`src/assert_macros.svh`:
```
// ----------------------------------------------------------------------------
// assert_macros.svh
// Concurrent assertion helpers shared by the RTL.
// ----------------------------------------------------------------------------
`ifndef ASSERT_MACROS_SVH
`define ASSERT_MACROS_SVH

// Assertion on an explicit clock and active-low reset.
`define ASSERT_CLK(lbl, clk, rst_n, prop) \
  lbl: assert property (@(posedge clk) disable iff (!rst_n) prop) \
    else $error("assertion failed");

// Assertion on the default clock and reset names.
`define ASSERT_DEF(lbl, prop) \
  `ASSERT_CLK(lbl, clk_i, rst_ni, prop)

`endif

```
`src/rms_pkg.sv`:
```
// ----------------------------------------------------------------------------
// rms_pkg
// Shared constants, types and color mapping for the matrix row scanner.
// ----------------------------------------------------------------------------
package rms_pkg;

  localparam int FRAME_PIXELS = 64;
  localparam int ROW_COUNT    = 8;
  localparam int COLUMNS      = 8;
  localparam int COL_W        = 3;
  localparam int BYTE_W       = 8;
  localparam int KIND_W       = 2;
  localparam int LINE_W       = 24;
  localparam int ROW_SEL_W    = 8;
  localparam int ROW_EXT_W    = 4;

  localparam logic [KIND_W-1:0] KIND_SPI     = 2'd0;
  localparam logic [KIND_W-1:0] KIND_CS_IDLE = 2'd1;
  localparam logic [KIND_W-1:0] KIND_ROW     = 2'd2;

  localparam logic [BYTE_W-1:0] CODE_RED   = 8'd1;
  localparam logic [BYTE_W-1:0] CODE_GREEN = 8'd2;
  localparam logic [BYTE_W-1:0] CODE_BLUE  = 8'd3;
  localparam logic [BYTE_W-1:0] CODE_RG    = 8'd4;
  localparam logic [BYTE_W-1:0] CODE_GB    = 8'd5;
  localparam logic [BYTE_W-1:0] CODE_BR    = 8'd6;
  localparam logic [BYTE_W-1:0] CODE_WHITE = 8'd7;

  localparam logic [LINE_W-1:0] RED_MASK [COLUMNS] = '{
    24'h000001, 24'h040000, 24'h000008, 24'h200000,
    24'h000040, 24'h010000, 24'h000200, 24'h002000
  };
  localparam logic [LINE_W-1:0] GREEN_MASK [COLUMNS] = '{
    24'h800000, 24'h000004, 24'h100000, 24'h000020,
    24'h000080, 24'h008000, 24'h000400, 24'h004000
  };
  localparam logic [LINE_W-1:0] BLUE_MASK [COLUMNS] = '{
    24'h000002, 24'h080000, 24'h000010, 24'h400000,
    24'h020000, 24'h000100, 24'h001000, 24'h000800
  };

  typedef enum logic [2:0] {
    S_IDLE,
    S_SPI_RD,
    S_SPI_WR,
    S_ROW_RD,
    S_ROW_DRAIN,
    S_ROW_OUT
  } state_e;

  typedef struct packed {
    logic             clear;
    logic             acc_en;
    logic [COL_W-1:0] col;
  } colour_ctrl_t;

  function automatic logic [LINE_W-1:0] colour_mask(
    input logic [BYTE_W-1:0] code,
    input logic [COL_W-1:0]  col
  );
    logic [LINE_W-1:0] r;
    logic [LINE_W-1:0] g;
    logic [LINE_W-1:0] b;
    logic [LINE_W-1:0] m;
    r = RED_MASK[col];
    g = GREEN_MASK[col];
    b = BLUE_MASK[col];
    case (code)
      CODE_RED:   m = r;
      CODE_GREEN: m = g;
      CODE_BLUE:  m = b;
      CODE_RG:    m = r | g;
      CODE_GB:    m = g | b;
      CODE_BR:    m = b | r;
      CODE_WHITE: m = r | g | b;
      default:    m = '0;
    endcase
    return m;
  endfunction

endpackage

```
`src/rgb_matrix_spi_frame_scanner.sv`:
```
// ----------------------------------------------------------------------------
// rgb_matrix_spi_frame_scanner
// Frame store and row-scan controller for an 8x8 RGB LED matrix.
// ----------------------------------------------------------------------------
// Usage:
//   A command beat is taken when start_i is high and busy_o is low.
//   kind_i = 0 writes spi_byte_i at the write index and returns the entry
//   after it as a reply; kind_i = 1 resets the write index with no result;
//   kind_i = 2 builds the next row line; kind_i = 3 is ignored.
//   A result beat is shown for one cycle with done_o high; the receiver
//   cannot stall it, so it must take every beat.
// Sequencing:
//   SPI byte: busy through S_SPI_RD and S_SPI_WR; done_o is registered from S_SPI_WR.
//   Row refresh: busy through S_ROW_RD, S_ROW_DRAIN and S_ROW_OUT; done_o is
//   registered from S_ROW_OUT; the eight pixel reads in S_ROW_RD go one per cycle
//   through the single RAM read port and the shared color unit.
//   Chip-select idle and unused kinds leave busy_o low.
// Reset:
//   The frame store reads as all zero until each entry is written (per
//   entry valid flags); write index and scan row clear to zero.
// ----------------------------------------------------------------------------
module rgb_matrix_spi_frame_scanner
  import rms_pkg::*;
#(
  parameter int FRAME_PIXELS = rms_pkg::FRAME_PIXELS,
  parameter int ROW_COUNT    = rms_pkg::ROW_COUNT
) (
  input  logic                 clk_i,
  input  logic                 rst_ni,
  input  logic                 start_i,
  output logic                 busy_o,
  input  logic [KIND_W-1:0]    kind_i,
  input  logic [BYTE_W-1:0]    spi_byte_i,
  output logic                 done_o,
  output logic                 is_line_o,
  output logic [BYTE_W-1:0]    reply_byte_o,
  output logic [LINE_W-1:0]    line_bits_o,
  output logic [ROW_SEL_W-1:0] row_select_o
);

`include "assert_macros.svh"

  localparam int AW = $clog2(FRAME_PIXELS);
  localparam int RW = $clog2(ROW_COUNT);

  state_e state_q, state_d;

  logic [AW-1:0]           widx_q, widx_d, widx_inc;
  logic [RW-1:0]           row_q, row_d;
  logic [AW-1:0]           base_q, base_d, base_inc;
  logic [AW:0]             base_sum;
  logic [AW-1:0]           pix_q, pix_d, pix_inc;
  logic [COL_W-1:0]        col_q, col_d;
  logic                    rd_act_q;
  logic [COL_W-1:0]        rd_col_q;
  logic [BYTE_W-1:0]       byte_q;
  logic [FRAME_PIXELS-1:0] vld_q;
  logic                    vld_rd_q;

  logic                    done_q;
  logic                    is_line_q;
  logic [BYTE_W-1:0]       reply_q;
  logic [LINE_W-1:0]       line_q;
  logic [ROW_SEL_W-1:0]    rsel_q;

  logic                    accept;
  logic [AW-1:0]           rd_addr;
  logic                    ram_we;
  logic [BYTE_W-1:0]       ram_rdata;
  logic [BYTE_W-1:0]       rd_byte;
  logic [LINE_W-1:0]       acc_line;
  logic [ROW_SEL_W-1:0]    rsel;
  logic [ROW_EXT_W-1:0]    row_ext;
  colour_ctrl_t            cu_ctrl;

  assign accept  = start_i && !busy_o;
  assign busy_o  = (state_q != S_IDLE);
  assign rd_byte = vld_rd_q ? ram_rdata : '0;

  assign widx_inc = (widx_q == AW'(FRAME_PIXELS - 1)) ? '0 : widx_q + 1'b1;
  assign pix_inc  = (pix_q == AW'(FRAME_PIXELS - 1)) ? '0 : pix_q + 1'b1;
  assign base_sum = {1'b0, base_q} + (AW + 1)'(COLUMNS);
  assign base_inc = (base_sum >= (AW + 1)'(FRAME_PIXELS)) ?
                    AW'(base_sum - (AW + 1)'(FRAME_PIXELS)) : AW'(base_sum);

  assign row_ext = ROW_EXT_W'(row_q);
  always_comb begin
    for (int i = 0; i < ROW_SEL_W; i++) begin
      rsel[i] = (row_ext == ROW_EXT_W'(i));
    end
  end

  // next state
  always_comb begin
    state_d = state_q;
    unique case (state_q)
      S_IDLE: begin
        if (accept && kind_i == KIND_SPI) begin
          state_d = S_SPI_RD;
        end else if (accept && kind_i == KIND_ROW) begin
          state_d = S_ROW_RD;
        end
      end
      S_SPI_RD:    state_d = S_SPI_WR;
      S_SPI_WR:    state_d = S_IDLE;
      S_ROW_RD: begin
        if (col_q == COL_W'(COLUMNS - 1)) begin
          state_d = S_ROW_DRAIN;
        end
      end
      S_ROW_DRAIN: state_d = S_ROW_OUT;
      S_ROW_OUT:   state_d = S_IDLE;
      default:     state_d = S_IDLE;
    endcase
  end

  // sequencer outputs
  always_comb begin
    rd_addr        = pix_q;
    ram_we         = 1'b0;
    cu_ctrl.clear  = 1'b0;
    cu_ctrl.acc_en = rd_act_q;
    cu_ctrl.col    = rd_col_q;
    unique case (state_q)
      S_IDLE:   cu_ctrl.clear = accept && (kind_i == KIND_ROW);
      S_SPI_RD: rd_addr = widx_inc;
      S_SPI_WR: ram_we = 1'b1;
      S_ROW_RD, S_ROW_DRAIN, S_ROW_OUT: ;
      default:  ;
    endcase
  end

  // index and row bookkeeping
  always_comb begin
    widx_d = widx_q;
    row_d  = row_q;
    base_d = base_q;
    pix_d  = pix_q;
    col_d  = col_q;
    if (state_q == S_IDLE && accept && kind_i == KIND_CS_IDLE) begin
      widx_d = '0;
    end
    if (state_q == S_IDLE && accept && kind_i == KIND_ROW) begin
      pix_d = base_q;
      col_d = '0;
    end
    if (state_q == S_SPI_WR) begin
      widx_d = widx_inc;
    end
    if (state_q == S_ROW_RD) begin
      pix_d = pix_inc;
      col_d = col_q + 1'b1;
    end
    if (state_q == S_ROW_OUT) begin
      if (row_q == RW'(ROW_COUNT - 1)) begin
        row_d  = '0;
        base_d = '0;
      end else begin
        row_d  = row_q + 1'b1;
        base_d = base_inc;
      end
    end
  end

  always_ff @(posedge clk_i or negedge rst_ni) begin
    if (!rst_ni) begin
      state_q  <= S_IDLE;
      widx_q   <= '0;
      row_q    <= '0;
      base_q   <= '0;
      pix_q    <= '0;
      col_q    <= '0;
      rd_act_q <= 1'b0;
      vld_q    <= '0;
      vld_rd_q <= 1'b0;
      done_q   <= 1'b0;
    end else begin
      state_q  <= state_d;
      widx_q   <= widx_d;
      row_q    <= row_d;
      base_q   <= base_d;
      pix_q    <= pix_d;
      col_q    <= col_d;
      rd_act_q <= (state_q == S_ROW_RD);
      vld_rd_q <= vld_q[rd_addr];
      if (ram_we) begin
        vld_q[widx_q] <= 1'b1;
      end
      done_q   <= (state_q == S_SPI_WR) || (state_q == S_ROW_OUT);
    end
  end

  // payload registers
  always_ff @(posedge clk_i) begin
    rd_col_q <= col_q;
    if (accept) begin
      byte_q <= spi_byte_i;
    end
    if (state_q == S_SPI_WR) begin
      is_line_q <= 1'b0;
      reply_q   <= rd_byte;
      line_q    <= '0;
      rsel_q    <= '0;
    end else if (state_q == S_ROW_OUT) begin
      is_line_q <= 1'b1;
      reply_q   <= '0;
      line_q    <= acc_line;
      rsel_q    <= rsel;
    end
  end

  rms_ram #(
    .WIDTH (BYTE_W),
    .DEPTH (FRAME_PIXELS)
  ) u_frame (
    .clk_i   (clk_i),
    .we_i    (ram_we),
    .waddr_i (widx_q),
    .wdata_i (byte_q),
    .raddr_i (rd_addr),
    .rdata_o (ram_rdata)
  );

  rms_colour u_colour (
    .clk_i  (clk_i),
    .ctrl_i (cu_ctrl),
    .code_i (rd_byte),
    .line_o (acc_line)
  );

  assign done_o       = done_q;
  assign is_line_o    = is_line_q;
  assign reply_byte_o = reply_q;
  assign line_bits_o  = line_q;
  assign row_select_o = rsel_q;

  `ASSERT_DEF(a_busy_after_work, (accept && (kind_i == KIND_SPI || kind_i == KIND_ROW)) |=> busy_o)
  `ASSERT_DEF(a_spi_reply, (state_q == S_SPI_WR) |=> (done_o && !is_line_o))
  `ASSERT_DEF(a_no_double_beat, done_o |=> !done_o)
  `ASSERT_DEF(a_row_onehot, (done_o && is_line_o) |-> $onehot0(row_select_o))
  `ASSERT_DEF(a_drain_after_last, (state_q == S_ROW_DRAIN) |-> (rd_act_q && col_q == '0))

endmodule

```
`src/rms_ram.sv`:
```
// ----------------------------------------------------------------------------
// rms_ram
// Generic single-write, single-read RAM with registered read data.
// ----------------------------------------------------------------------------
module rms_ram #(
  parameter int WIDTH = 8,
  parameter int DEPTH = 64,
  localparam int AW   = (DEPTH > 1) ? $clog2(DEPTH) : 1
) (
  input  logic             clk_i,
  input  logic             we_i,
  input  logic [AW-1:0]    waddr_i,
  input  logic [WIDTH-1:0] wdata_i,
  input  logic [AW-1:0]    raddr_i,
  output logic [WIDTH-1:0] rdata_o
);

  logic [WIDTH-1:0] mem_q [DEPTH];
  logic [WIDTH-1:0] rdata_q;

  always_ff @(posedge clk_i) begin
    if (we_i) begin
      mem_q[waddr_i] <= wdata_i;
    end
    rdata_q <= mem_q[raddr_i];
  end

  assign rdata_o = rdata_q;

endmodule

```
`src/rms_colour.sv`:
```
// ----------------------------------------------------------------------------
// rms_colour
// Shared color unit: maps one pixel code per cycle and ORs it into the line; a clear resets it.
// ----------------------------------------------------------------------------
module rms_colour
  import rms_pkg::*;
(
  input  logic              clk_i,
  input  colour_ctrl_t      ctrl_i,
  input  logic [BYTE_W-1:0] code_i,
  output logic [LINE_W-1:0] line_o
);

  logic [LINE_W-1:0] acc_q;
  logic [LINE_W-1:0] acc_d;

  always_comb begin
    acc_d = acc_q;
    if (ctrl_i.clear) begin
      acc_d = '0;
    end else if (ctrl_i.acc_en) begin
      acc_d = acc_q | colour_mask(code_i, ctrl_i.col);
    end
  end

  always_ff @(posedge clk_i) begin
    acc_q <= acc_d;
  end

  assign line_o = acc_q;

endmodule
```
`config.mk`:
```
export PLATFORM = sky130hd
export DESIGN_NAME = rgb_matrix_spi_frame_scanner
export DESIGN_NICKNAME = d
export VERILOG_FILES = /design/src/rms_pkg.sv /design/src/rgb_matrix_spi_frame_scanner.sv /design/src/rms_ram.sv /design/src/rms_colour.sv
export VERILOG_INCLUDE_DIRS = /design/src /design/src/src
export SDC_FILE = /design/constraint.sdc
export NUM_CORES = 1
export LEC_CHECK = 0
export ABC_AREA = 1
export BUFFER_PORTS_ARGS = -buffer_cell sky130_fd_sc_hd__buf_2
export CORE_AREA = 3 3 257 259
export CTS_CLUSTER_DIAMETER = 150
export CTS_CLUSTER_SIZE = 28
export DETAILED_ROUTE_END_ITERATION = 10
export DIE_AREA = 0 0 260 262
export HOLD_SLACK_MARGIN = 0.15
export PLACE_DENSITY_LB_ADDON = 0.15
export SYNTH_ARGS = -nofsm -noshare
export SYNTH_HDL_FRONTEND = slang
export SYNTH_HIERARCHICAL = 1
export SYNTH_SLANG_ARGS = --single-unit
```
`constraint.sdc`:
```
create_clock -name clk_i -period 4.2 [get_ports clk_i]
set_clock_uncertainty 0.15 [all_clocks]
set_input_delay 0.42 -clock clk_i [delete_from_list [all_inputs] [get_ports clk_i]]
set_output_delay 0.42 -clock clk_i [all_outputs]
set_load 0.03 [all_outputs]
```
## Word-level counts from Yosys, hierarchy flattened

Memories as Yosys holds them, arrays and structs flattened. A register that Yosys moved wholly into a read port is not among the register bits.
Index checks and enable logic that the tools add are counted.
Widths: inputs -> output; s select.

- Register bits: 170
- Bits in writable memories: 512
- Bits in read-only memories: 576
- Bits of input ports: 13
- Word-level logic and storage cells: 118
- Memories: 4

Memories:

| name | depth | width | read ports | clocked after memory_dff | wr ports | line | source |
|---|---|---|---|---|---|---|---|
| u_frame.mem_q | 64 | 8 | 1 | 1 | 1 | rms_ram.sv:18 | `logic [WIDTH-1:0] mem_q [DEPTH];` |
| (no name shown) | 8 | 24 | 1 | 0 | 0 | rms_pkg.sv:65 | `r = RED_MASK[col];` |
| (no name shown) | 8 | 24 | 1 | 0 | 0 | rms_pkg.sv:66 | `g = GREEN_MASK[col];` |
| (no name shown) | 8 | 24 | 1 | 0 | 0 | rms_pkg.sv:67 | `b = BLUE_MASK[col];` |

- Add/sub/neg operators: 6
- Magnitude comparators: 5
- Equal/unequal tests: 26
- Muxes and demuxes: 36
- Bitwise operators: 7
- Reduce and logical (&&, ||, !) cells: 17

Operators by type and width:

| operator | count |
|---|---|
| $mux 24 | 8 |
| $pmux 24 s7 | 1 |
| $or 24x24->24 | 5 |
| $or 64x64->64 | 1 |
| $mux 6 | 9 |
| $eq 8x3->1 const B | 4 |
| $mux 8 | 3 |
| $eq 3x3->1 const B | 7 |
| $mux 3 | 6 |
| $eq 8x2->1 const B | 2 |
| $lt 6x7->1 const B | 2 |
| $add 6x1->6 const B | 2 |
| $eq 3x2->1 const B | 4 |
| $eq 6x6->1 const B | 2 |
| $pmux 3 s4 | 1 |
| $eq 8x1->1 const B | 1 |
| $add 6x4->7 const B | 1 |
| $ge 7x7->1 const B | 1 |
| $logic_and 1x1->1 | 7 |
| $add 3x1->3 const B | 2 |
| $bmux 1 s6 | 1 |
| $demux 1 s6 | 1 |
| $eq 3x1->1 const B | 2 |
| $ge 6x1->1 const B | 1 |
| other kinds (16) | 23 |

## Depth between registers and ports, before layout

Gate-level depths: netlist of run 1.

- Word-level depth: 10
- Mapped depth: 19
- Mapped depth without buffers: 15

## By module

The synthesis of run 1 kept the hierarchy.

By module, submodules not included:

| module | times used | cells an instance | area each (µm²) | seq. area each (µm²) |
|---|---|---|---|---|
| rms_ram | 1 | 1,805 | 21,339.2 | 15,534.9 |
| rgb_matrix_spi_frame_scanner | 1 | 722 | 6,248.5 | 3,478.3 |
| rms_colour | 1 | 140 | 1,033.5 | 480.5 |

## Least setup slack after synthesis of run 1

Ideal clock, no wire load.

- Path kind: reg2reg
- Start point: register state_q[0]
- End point: memory u_frame.mem_q[48][0], enable pin
- Library setup time: 0.395 ns
- Arrival: 2.319 ns
- Required time: 3.655 ns
- Slack: 1.337 ns
- Stages on the path, launching flop included: 6
- Buffers on the path: 2
- Clock period less this slack: 2.863 ns
- Path through: dfrtp_1 buf_4 nor3_2 clkbuf_1 nand4_1 nor4_1

- Cells in the longest elaborated chain, start to end: 4

RTL lines:

| what | line | source |
|---|---|---|
| start: declaration | rgb_matrix_spi_frame_scanner.sv:46 | `state_e state_q, state_d;` |
| start signal: assignment | rgb_matrix_spi_frame_scanner.sv:178 | `state_q <= state_d;` |
| $eq 3x2->1 | rgb_matrix_spi_frame_scanner.sv:124 | `unique case (state_q)` |
| $mux 1 | rgb_matrix_spi_frame_scanner.sv:124 |  |
| via ram_we | rgb_matrix_spi_frame_scanner.sv:68 | `logic ram_we;` |
| $mux 1 | rms_ram.sv:22 | `if (we_i) begin` |
| $mux 1 (not written as such) | rms_ram.sv:23 | `mem_q[waddr_i] <= wdata_i;` |
| end: declaration | rms_ram.sv:18 |  |

The timed path passes the listed nets, and every way through them passes these cells.

## Worst setup path in the final report of run 1

- Start point: register widx_q[1]
- End point: register u_frame.rdata_q[0] (netlist: u_frame/rdata_o[0]), read port of u_frame.mem_q

- Cells in the longest elaborated chain, start to end: 3
- Elaborated cells on any way between the ends: 4

RTL lines:

| what | line | source |
|---|---|---|
| start: declaration | rgb_matrix_spi_frame_scanner.sv:48 | `logic [AW-1:0] widx_q, widx_d, widx_inc;` |
| start signal: assignment | rgb_matrix_spi_frame_scanner.sv:179 | `widx_q <= widx_d;` |
| $add 6x1->6 / $eq 6x6->1 (equally long branches) | rgb_matrix_spi_frame_scanner.sv:80 | `assign widx_inc = (widx_q == AW'(FRAME_PIXELS - 1)) ? '0 : widx_q + 1'b1;` |
| $mux 6 * | rgb_matrix_spi_frame_scanner.sv:80 |  |
| $mux 6 * | rgb_matrix_spi_frame_scanner.sv:124 |  |
| end: declaration | rms_ram.sv:19 | `logic [WIDTH-1:0] rdata_q;` |

Every way passes the cells marked *; elsewhere a longest branch is shown, timed or not.
A chain may end at the register's enable or synchronous reset.

==> results of run 1 <==
-- Yosys cell counts, types with 2 or more instances --
| cell type | number |
|---|---|
| dfxtp_1 | 68 |
| dfrtp_1 | 91 |
| o21ai_0 | 101 |
| clkbuf_1 | 29 |
| ha_1 | 11 |
| a21oi_1 | 33 |
| nand4_1 | 9 |
| nand2_4 | 2 |
| nor4_1 | 8 |
| nor3_1 | 3 |
| nand2_1 | 767 |
| nand3_1 | 567 |
| nor3_4 | 2 |
| a22oi_1 | 3 |
| o21ai_2 | 2 |
| buf_4 | 16 |
| inv_1 | 131 |
| buf_8 | 2 |
| nor2_2 | 7 |
| edfxtp_1 | 528 |
| o22ai_1 | 6 |
| buf_2 | 41 |
| or2_2 | 2 |
| buf_1 | 11 |
| nor2_1 | 152 |
| buf_6 | 40 |
| inv_2 | 10 |
| nor2_4 | 4 |
| nand2_2 | 5 |
| nand3_2 | 2 |
| nand3_4 | 2 |
| xor2_1 | 4 |
-- critical path: cells and delay by family, from the launching register on --
| kind | cells | cell delay (ps) |
|---|---|---|
| AND/OR/NAND/NOR | 12 | 1730 |
| buffers and inverters | 2 | 590 |
| flip-flops | 1 | 560 |
| adder cells (fa/ha/maj) | 1 | 280 |
-- kinds of logic after synthesis --
kind of cell               share of synthesized area
buffers and inverters                        0.05233
AOI/OAI and AO/OA                            0.02780
DFF                                           0.6811
xor gates and xnor gates                    0.001224
and+or+nand+nor                               0.2327
adders and majority gates                   0.004809
-- worst max path at each step --
| stage | start | endpoint | slack (ps) | depth (start not counted) |
|---|---|---|---|---|
| 2_1_floorplan | state_q[0] | u_frame/mem_q[48][0] | 1340 | 5 |
| 3_3_place_gp | widx_q[1] | u_frame/rdata_o[4] | 810 | 15 |
| 3_5_place_dp | widx_q[1] | u_frame/rdata_o[0] | 740 | 15 |
| 4_1_cts | widx_q[1] | u_frame/rdata_o[0] | 710 | 15 |
| 5_1_grt | widx_q[1] | u_frame/rdata_o[4] | 360 | 15 |
| 6_report | widx_q[1] | u_frame/rdata_o[0] | 660 | 15 |
-- layer usage --
metal	share of wire	wire length (um)	track usage
met5	0	0	0
met4	0.023	1656	0.05232
met3	0.067	4854	0.03113
met2	0.46	33400	0.3381
met1	0.45	32400	0.3080
-- per-stage QoR --
stage               total power [mW]  area [sq um]  hold slack [ps]  cells
detailed placement             19.57         29790            239.1   3528
finish                         22.78         30750            270.4   3594
global placement               19.50         29790            235.8   3528
CTS                            22.91         30750            270.8   3594
floorplan                      16.63         28620           -25.59   2667
global route                   24.40         30750            298.8   3594
-- cell type report --
class | instances | area, sq um | share of cell area
Sequential cell | 687 | 19490 | 0.6340
Multi-Input combinational cell | 1698 | 7656 | 0.2490
Timing Repair Buffer | 159 | 1169 | 0.03801
Tap cell | 855 | 1070 | 0.03479
Clock buffer | 50 | 783.3 | 0.02547
Inverter | 143 | 544.3 | 0.01770
Clock inverter | 2 | 32.53 | 0.001058
-- state kept, by name, summed over array words and instances, names as in the netlist --
signal and flops:
u_frame/mem_q 512, base_q 3, state_q 3, line_bits_o 24
done_o 1, rd_act_q 1, u_colour/line_o 24, row_q 3
u_frame/rdata_o 8, col_q 3, is_line_o 1, widx_q 6
pix_q 6, vld_rd_q 1, rd_col_q 3, vld_q 64
row_select_o 8, byte_q 8, reply_byte_o 8
-- power by group --
part	switching, mW	internal, mW	total, mW
logic	7.87	2.92	10.8
registers	0.378	8.27	8.64
clock network	2.05	1.29	3.34
total	10.3	12.5	22.8
==> tab_implementation.tex, run 1 <==
\begin{tabular}{lr}
\hline
Metric & Value \\
\hline
\multicolumn{2}{l}{\textbf{Status}} \\
Status & finished, final reports clean \\
\multicolumn{2}{l}{\textbf{Hold path}} \\
Endpoint, Worst Hold & rd\_col\_q[1] \\
Worst hold path depth & 0 \\
Critical hold path startpoint & col\_q[1] \\
Worst min-delay path class & reg2reg \\
\multicolumn{2}{l}{\textbf{STA}} \\
Worst relative slew slack & 0.3909 \\
Actual slew at the worst max-slew pin & 913.7 ps \\
Setup repair after global routing missed its margin & no \\
Crit share post-route & 0.8433 \\
Final hold vios & 0 \\
Worst setup margin & around 660 ps \\
Highest attainable clock frequency & 282.3 MHz \\
Number of max-slew violations in the final report & 0 \\
Fin Setup TNS & 0 ps \\
Shortest period the worst path allows & around 3500 ps \\
Count of final setup violators & 0 \\
\multicolumn{2}{l}{\textbf{Clock network}} \\
Cts repair resizes & 0 \\
Clock root buffer & clkbuf\_16 \\
Hold buffer count at cts & 14 \\
Max clock buf depth & 3 \\
Post-CTS setup buffers & 0 \\
CTS clock-pin slew for the worst setup and hold paths & approximately 110 ps \\
Clock buffers created by TritonCTS & 28 \\
CTS tree & built \\
Clock latency at the later pin of the worst-skew pair & around 630 ps \\
Number of sinks driven by the clock tree & 687 \\
Deepest level of the CTS H-tree & 1 \\
\multicolumn{2}{l}{\textbf{Worst setup path}} \\
Capture point of the worst reg-to-reg path & u\_frame/rdata\_o[0] \\
R2r setup slk & $\sim$660 ps \\
Critical path startpoint category & flop \\
Arrival time at the worst endpoint & a little under 4000 ps \\
Sequence of cells on the critical path & ha\_1 > nand2\_1 > inv\_2 > nand2\_2 > nand3\_4 > nand2\_8 > buf\_12 > nand2\_1 > nand3\_1 > nand3\_1 > nand2\_1 > nand2\_1 > nand3\_1 > nand3\_1 > nand2\_1 \\
Crit end category & flop \\
Cell with the largest stage delay on the worst path & dfrtp\_1 \\
Worst-path fanout max & approximately 170 \\
Category of the most critical setup path & reg2reg \\
Most used cell, CP & nand2\_1 \\
Max stage delay on crit path & $\sim$560 ps \\
Number of cells traversed by the worst register-to-register path & 15 \\
Worst reg2reg startpoint & widx\_q[1] \\
Required time at the endpoint of the critical path & 4610 ps \\
\multicolumn{2}{l}{\textbf{Finish}} \\
Synth-to-layout area growth & 7.432\% \\
Count of inserted antenna diode cells & 0 \\
Fillcell total & $\sim$5,900 \\
Most common library cell in the layout ignoring fill and taps & nand2\_1 \\
Core occupancy in the finished layout & 0.4796 \\
Most used cells in the layout excluding fill and tap cells & nand2\_1, nand3\_1, edfxtp\_1 \\
Fraction of final layout cells with drive strength greater than 1 & 0.07996 \\
Number of nets in the final layout & roughly 2,700 \\
\multicolumn{2}{l}{\textbf{Routing}} \\
Via count & a little under 20,000 \\
Avg Vias per Cell & $\sim$5.4 \\
DR iter-0 viols & roughly 1,900 \\
Total Routed Length & slightly above 70,000 um \\
Post-detailed-route count of antenna-violating nets & 0 \\
DRC violation count after routing & 0 \\
Drt wl/cell & around 20 um \\
First-pass iteration count of the detailed router & 5 \\
\multicolumn{2}{l}{\textbf{Logic synthesis}} \\
Sequential cell area fraction in the yosys report & 0.6811 \\
Post-synthesis instance area & 0.02862 sq mm \\
Synth Net Count & around 2,700 \\
Async S/R FF share, synth & 0.1325 \\
Ranking of synthesized cells by area & edfxtp\_1, nand2\_1, nand3\_1 \\
Cell count after synthesis & around 2,700 \\
Syn\_area\_per\_cell & 10.73 sq um \\
Ys flop type & edfxtp\_1 \\
Area share of the largest cell type after synthesis & 0.5540 \\
Number of synthesized flops with an enable pin & between 500 and 600 \\
Most area-hungry cell type in the Yosys netlist & edfxtp\_1 \\
Synth Register Bits & between 600 and 700 \\
Distinct cell type count of the synthesized netlist & 40 \\
Synthesis warning total & 6 \\
\multicolumn{2}{l}{\textbf{Pwr}} \\
Static leakage & 11.84 nW \\
Maximum resistive drop on vdd & approximately 800 uV \\
Power density cells & about 740 mW/mm\^{}2 \\
\multicolumn{2}{l}{\textbf{GRT}} \\
Global-route wire length before repair & approximately 110,000 um \\
GRT Overall Usage & 0.2121 \\
Via count of the first global-routing pass & between 15,000 and 20,000 \\
Largest net degree at the start of global routing & roughly 170 \\
Aggregate global routing overflow & 0 \\
Antenna violations before repair & 0 \\
\multicolumn{2}{l}{\textbf{Floorplan}} \\
Y dimension of the die & around 260 um \\
Number of top-level design ports & between 50 and 60 \\
Row count & 93 \\
Floorplan die area & approximately 0.07 sq mm \\
Initial Util & 0.4464 \\
Horizontal extent of the die & around 260 um \\
Core area & between 0.06 and 0.07 sq mm \\
\multicolumn{2}{l}{\textbf{Placement}} \\
Routability Congestion & 0.8241 \\
Post-DP HPWL & about 43,000 um \\
Count of input and output buffers & between 50 and 60 \\
Pre-CTS WS & 739.4 ps \\
\multicolumn{2}{l}{\textbf{Job}} \\
Max Cap Viol & 0 \\
\hline
\end{tabular}
Power figures use the tool's default switching activity.
==> run 2: changes to the inputs <==
==> constraint.sdc (replaced) <==
create_clock -name clk_i -period 3.3 [get_ports clk_i]
set_clock_uncertainty 0.15 [all_clocks]
set_input_delay 0.33 -clock clk_i [delete_from_list [all_inputs] [get_ports clk_i]]
set_output_delay 0.33 -clock clk_i [all_outputs]
set_load 0.03 [all_outputs]
==> tab_implementation.tex, run 2 (synthesis results as in run 1) <==
\begin{tabular}{lr}
\hline
Metric & Value \\
\hline
\multicolumn{2}{l}{\textbf{GRT}} \\
Global-route wire length before repair & 112,800 um \\
Largest net degree at the start of global routing & about 100 \\
Via count of the first global-routing pass & approximately 19,000 \\
GRT Overall Usage & 0.2146 \\
Aggregate global routing overflow & 0 \\
Antenna violations before repair & 0 \\
\multicolumn{2}{l}{\textbf{Finish}} \\
Most common library cell in the layout ignoring fill and taps & nand2\_1 \\
Registers with the highest flip-flop counts & u\_frame/mem\_q: 512 flops, vld\_q: 64 flops \\
Design area & 0.03067 sq mm \\
Most used cells in the layout excluding fill and tap cells & nand2\_1, nand3\_1, edfxtp\_1 \\
Max reg flops & 512 \\
Count of inserted antenna diode cells & 0 \\
Fraction of final layout cells with drive strength greater than 1 & 0.07319 \\
Finished Layout Cells & between 3,000 and 4,000 \\
Register containing the most flip-flops in the final layout & u\_frame/mem\_q \\
Synth-to-layout area growth & 7.170\% \\
Fillcell total & approximately 6,000 \\
Number of nets in the final layout & about 2,700 \\
Core occupancy in the finished layout & 0.4784 \\
\multicolumn{2}{l}{\textbf{Clock network}} \\
CTS clock-pin slew for the worst setup and hold paths & between 100 and 150 ps \\
CTS tree & built \\
Clock latency at the later pin of the worst-skew pair & roughly 630 ps \\
Max clock buf depth & 3 \\
Number of sinks driven by the clock tree & approximately 690 \\
Post-CTS setup buffers & 0 \\
Clock buffers created by TritonCTS & 28 \\
Clock root buffer & clkbuf\_16 \\
Deepest level of the CTS H-tree & 1 \\
\multicolumn{2}{l}{\textbf{Pwr}} \\
Part of the power in registers & 0.376 \\
Power density cells & 955.5 mW/mm\^{}2 \\
Switching power as a share of total power & 0.4506 \\
Combinational cell fraction of total power & 0.479 \\
Maximum resistive drop on vdd & around 830 uV \\
Internal power component & roughly 16 mW \\
Power share of the clock group & 0.145 \\
Final total power & 29.31 mW \\
Switching power of the nets & around 13 mW \\
Static leakage & $\sim$12 nW \\
\multicolumn{2}{l}{\textbf{Placement}} \\
Routability Congestion & $\sim$0.84 \\
Post-DP HPWL & about 44,000 um \\
Count of input and output buffers & 55 \\
Number of cells after detailed placement & 3,507 \\
Area after DPL & between 0.02 and 0.03 sq mm \\
\multicolumn{2}{l}{\textbf{Job}} \\
Max Cap Viol & 0 \\
\multicolumn{2}{l}{\textbf{Routing}} \\
Avg Vias per Cell & around 5.4 \\
Post-detailed-route count of antenna-violating nets & 0 \\
Drt wl/cell & $\sim$20 um \\
First-pass iteration count of the detailed router & 5 \\
DRC violation count after routing & 0 \\
Total Routed Length & 72,950 um \\
Via count & roughly 19,000 \\
DR iter-0 viols & around 1,700 \\
\multicolumn{2}{l}{\textbf{Floorplan}} \\
Core area & around 0.064 sq mm \\
Y dimension of the die & 262 um \\
Number of top-level design ports & 56 \\
Horizontal extent of the die & between 200 and 300 um \\
Floorplan die area & 0.06812 sq mm \\
Row count & 93 \\
Initial Util & 0.4464 \\
\multicolumn{2}{l}{\textbf{Worst setup path}} \\
Worst-path fanout max & 10 \\
Number of cells traversed by the worst register-to-register path & 9 \\
Capture point of the worst reg-to-reg path & col\_q[1] \\
Crit end category & flop \\
R2r setup slk & 330 ps \\
Required time at the endpoint of the critical path & 3670 ps \\
Critical path startpoint category & flop \\
Worst reg2reg startpoint & state\_q[0] \\
Category of the most critical setup path & reg2reg \\
Arrival time at the worst endpoint & roughly 3300 ps \\
\multicolumn{2}{l}{\textbf{STA}} \\
Count of final setup violators & 0 \\
Worst relative slew slack & 0.3121 \\
Actual slew at the worst max-slew pin & approximately 1000 ps \\
Final hold vios & 0 \\
Fin Setup TNS & 0 ps \\
Setup repair after global routing missed its margin & no \\
Highest attainable clock frequency & $\sim$340 MHz \\
Number of max-slew violations in the final report & 0 \\
Shortest period the worst path allows & 2966 ps \\
Crit share post-route & 0.8989 \\
\multicolumn{2}{l}{\textbf{Hold path}} \\
Worst min-delay path class & in2reg \\
Critical hold path startpoint & spi\_byte\_i[3] \\
Endpoint, Worst Hold & byte\_q[3] \\
Worst hold path depth & 2 \\
\multicolumn{2}{l}{\textbf{Status}} \\
Status & finished, final reports clean \\
\hline
\end{tabular}
==> run 2: changes by cell type in the layout (fill, tap and decap cells not counted) <==
cell and delta:
buf_12 +6, buf_4 -26, clkinv_8 -1, inv_12 +1
==> run 2: how the worst max path moves through the flow <==
stage	startpoint	endpoint	slack, ps	cells past startpoint
2_1_floorplan	state_q[0]	u_frame/mem_q[48][0]	440	5
3_3_place_gp	state_q[0]	u_frame/mem_q[23][7]	400	4
3_5_place_dp	widx_q[0]	u_frame/rdata_o[6]	410	15
4_1_cts	state_q[0]	col_q[1]	280	9
5_1_grt	state_q[0]	u_frame/rdata_o[4]	100	13
6_report	state_q[0]	col_q[1]	330	9
==> run 2: metrics by stage <==
step | setup slack [ps] | hold WS, ps
6_report | 333.6 | 249.7
2_1_floorplan | 436.8 | -115.6
5_1_grt | 96.22 | 229.7
3_5_place_dp | 409.1 | 247.7
3_3_place_gp | 397.9 | 238.0
4_1_cts | 282.3 | 216.2
==> run 2: critical path, stage by stage (launching register included) <==
cell	delay, ps
dfrtp_1	470
nor2_1	110
inv_1	70
nor2_1	360
inv_1	140
nor2_2	430
nand3_2	250
dlygate4sd3_1	720
nand3_1	100
nand2_1	60
==> run 2: layout make-up <==
cell class                 instances  area (sq um)  share of cell area
sequential                       687         19490              0.6355
multi-input combinational       1698          7656              0.2496
timing repair buffer             139          1094             0.03565
tap                              855          1070             0.03488
clock buffer                      50         783.3             0.02554
inverter                         143         544.3             0.01774
clock inverter                     2         32.53            0.001061
==> run 2: metal layers <==
layer	vias up	GRT usage	part of all wire
met5	-	0	0
li1	9143	-	-
met1	9535	0.3069	0.45
met2	562	0.3500	0.47
met3	86	0.02718	0.054
met4	0	0.05403	0.025
==> run 2: repair_timing <==
item,CTS,global route
setup endpoints to repair,0,0
resized for setup,0,0
hold buffers,15,0
hold endpoints to repair,114,0
==> run 2: power by group through the flow <==
stage	Sequential [mW]	Combinational, mW	Clock, mW
floorplan	11.4	9.74	0
global placement	11.2	13.9	0
detailed placement	11.2	14.0	0
CTS	11.0	14.1	4.36
global route	11.1	15.6	4.65
finish	11.0	14.1	4.25
==> run 3: changes to the inputs <==
--- a/config.mk
+++ b/config.mk
@@ -8,6 +8,8 @@
 export LEC_CHECK = 0
 export ABC_AREA = 1
 export BUFFER_PORTS_ARGS = -buffer_cell sky130_fd_sc_hd__buf_2
+export CELL_PAD_IN_SITES_DETAIL_PLACEMENT = 0
+export CELL_PAD_IN_SITES_GLOBAL_PLACEMENT = 1
 export CORE_AREA = 3 3 257 259
 export CTS_CLUSTER_DIAMETER = 150
 export CTS_CLUSTER_SIZE = 28
==> tab_implementation.tex, run 3 (synthesis results as in run 1) <==
\begin{tabular}{lr}
\hline
Metric & Value \\
\hline
\multicolumn{2}{l}{\textbf{GRT}} \\
Via count of the first global-routing pass & 18,760 \\
Largest net degree at the start of global routing & 104 \\
Aggregate global routing overflow & 0 \\
Global-route wire length before repair & between 100,000 and 150,000 um \\
GRT Overall Usage & 0.2230 \\
Antenna violations before repair & 1 \\
\multicolumn{2}{l}{\textbf{Floorplan}} \\
Row count & 93 \\
Horizontal extent of the die & 260 um \\
Core area & approximately 0.064 sq mm \\
Initial Util & 0.4464 \\
Floorplan die area & around 0.068 sq mm \\
Number of top-level design ports & 56 \\
Y dimension of the die & 262 um \\
\multicolumn{2}{l}{\textbf{Routing}} \\
Post-detailed-route count of antenna-violating nets & 0 \\
Avg Vias per Cell & between 5 and 6 \\
Total Routed Length & 76,470 um \\
DRC violation count after routing & 0 \\
First-pass iteration count of the detailed router & 5 \\
Via count & $\sim$20,000 \\
DR iter-0 viols & approximately 2,000 \\
Drt wl/cell & approximately 21 um \\
\multicolumn{2}{l}{\textbf{Job}} \\
Max Cap Viol & 0 \\
\multicolumn{2}{l}{\textbf{Pwr}} \\
Maximum resistive drop on vdd & about 950 uV \\
Static leakage & roughly 12 nW \\
Internal power component & between 15 and 20 mW \\
Combinational cell fraction of total power & 0.485 \\
Power density cells & 964.9 mW/mm\^{}2 \\
Switching power as a share of total power & 0.4534 \\
Power share of the clock group & 0.144 \\
Switching power of the nets & $\sim$13 mW \\
Part of the power in registers & 0.370 \\
\multicolumn{2}{l}{\textbf{Finish}} \\
Most used cells in the layout excluding fill and tap cells & nand2\_1, nand3\_1, edfxtp\_1 \\
Fillcell total & around 5,900 \\
Core occupancy in the finished layout & 0.4799 \\
Number of nets in the final layout & around 2,700 \\
Registers with the highest flip-flop counts & u\_frame/mem\_q: 512 flops, vld\_q: 64 flops \\
Fraction of final layout cells with drive strength greater than 1 & 0.07486 \\
Synth-to-layout area growth & 7.497\% \\
Register containing the most flip-flops in the final layout & u\_frame/mem\_q \\
Count of inserted antenna diode cells & 0 \\
Most common library cell in the layout ignoring fill and taps & nand2\_1 \\
Max reg flops & roughly 510 \\
Design area & 0.03077 sq mm \\
\multicolumn{2}{l}{\textbf{Worst setup path}} \\
Arrival time at the worst endpoint & about 3400 ps \\
Crit end category & flop \\
Critical path startpoint category & flop \\
Category of the most critical setup path & reg2reg \\
Required time at the endpoint of the critical path & 3720 ps \\
Worst-path fanout max & a little over 40 \\
\multicolumn{2}{l}{\textbf{Clock network}} \\
CTS tree & built \\
Number of sinks driven by the clock tree & between 600 and 700 \\
Clock buffers created by TritonCTS & 28 \\
Clock root buffer & clkbuf\_16 \\
Clock latency at the later pin of the worst-skew pair & between 600 and 700 ps \\
Deepest level of the CTS H-tree & 1 \\
Max clock buf depth & 3 \\
Post-CTS setup buffers & 0 \\
CTS clock-pin slew for the worst setup and hold paths & 110 ps \\
\multicolumn{2}{l}{\textbf{STA}} \\
Shortest period the worst path allows & $\sim$3000 ps \\
Setup repair after global routing missed its margin & no \\
Actual slew at the worst max-slew pin & 1045 ps \\
Number of max-slew violations in the final report & 0 \\
Crit share post-route & 0.9166 \\
Fin Setup TNS & 0 ps \\
Worst relative slew slack & 0.3035 \\
Final hold vios & 0 \\
Highest attainable clock frequency & about 330 MHz \\
Tightest hold margin & 251.7 ps \\
Count of final setup violators & 0 \\
\multicolumn{2}{l}{\textbf{Placement}} \\
Count of input and output buffers & 55 \\
Area after DPL & 0.02977 sq mm \\
Post-DP HPWL & 47,810 um \\
Routability Congestion & 0.8077 \\
\multicolumn{2}{l}{\textbf{Hold path}} \\
Worst min-delay path class & in2reg \\
\multicolumn{2}{l}{\textbf{Status}} \\
Status & finished, final reports clean \\
\hline
\end{tabular}
==> run 3: cell types whose count changed in the layout (fill, tap and decap cells not counted), sizes merged <==
cell / before / now
dlygate4sd3: 14 / 15
buf: 125 / 130
clkbuf: 50 / 51
clkinv: 2 / 1
==> run 3: power groups by stage <==
stage | combinational (mW) | sequential [mW] | clock, mW
finish | 14.4 | 11.0 | 4.28
global route | 15.9 | 11.1 | 4.70
CTS | 14.5 | 11.0 | 4.40
detailed placement | 14.4 | 11.2 | 0
global placement | 14.4 | 11.2 | 0
floorplan | 9.74 | 11.4 | 0
==> run 3: final timing paths <==
kind / start / to / slack [ps] / cells past startpoint
worst min register to register: col_q[1] / rd_col_q[1] / 270 / 0
worst max register to register: state_q[2] / u_frame/rdata_o[1] / 280 / 14
min in group asynchronous: rst_ni / vld_q[58] / 590 / 3
max in group asynchronous: rst_ni / vld_q[22] / 1790 / 4
worst max-delay path: state_q[2] / u_frame/rdata_o[1] / 280 / 14
worst min-delay path: spi_byte_i[2] / byte_q[2] / 250 / 2
==> run 3: what timing repair did <==
item / in CTS / in global routing
hold endpoints to repair: 118 / 0
hold buffers: 16 / 0
resized for setup: 0 / 0
==> run 3: critical path: stages (launching register included) <==
cell	delay, ps
dfrtp_1	460
inv_2	140
nand3_4	170
nand2_2	180
nand2_8	160
inv_6	380
buf_4	360
nand2_1	80
nand3_1	90
nand3_1	120
nand2_1	90
nand2_1	50
nand3_1	190
nand3_1	190
nand2_1	100
==> run 3: layout make-up <==
class                      count  area [sq um]  share of cell area
clock inverter                 1         16.27           0.0005287
clock buffer                  51         808.3             0.02627
tap                          855          1070             0.03477
sequential                   687         19490              0.6336
multi-input combinational   1698          7656              0.2488
inverter                     143         544.3             0.01769
timing repair buffer         145          1179             0.03831
==> run 3: per-stage QoR <==
step                total power [mW]  cells  worst slack (ps)
finish                         29.69   3580             275.3
global route                   31.70   3580             105.9
CTS                            29.89   3580             314.2
detailed placement             25.61   3512             337.2
global placement               25.56   3512             387.3
floorplan                      21.16   2667             436.8
==> run 3: layer usage <==
| metal | vias to the layer above | GRT usage | part of all wire |
|---|---|---|---|
| met2 | 542 | 0.3592 | 0.47 |
| met3 | 89 | 0.02303 | 0.055 |
| li1 | 9160 | - | - |
| met5 | - | 0 | 0 |
| met4 | 0 | 0.04422 | 0.018 |
| met1 | 9759 | 0.3312 | 0.46 |
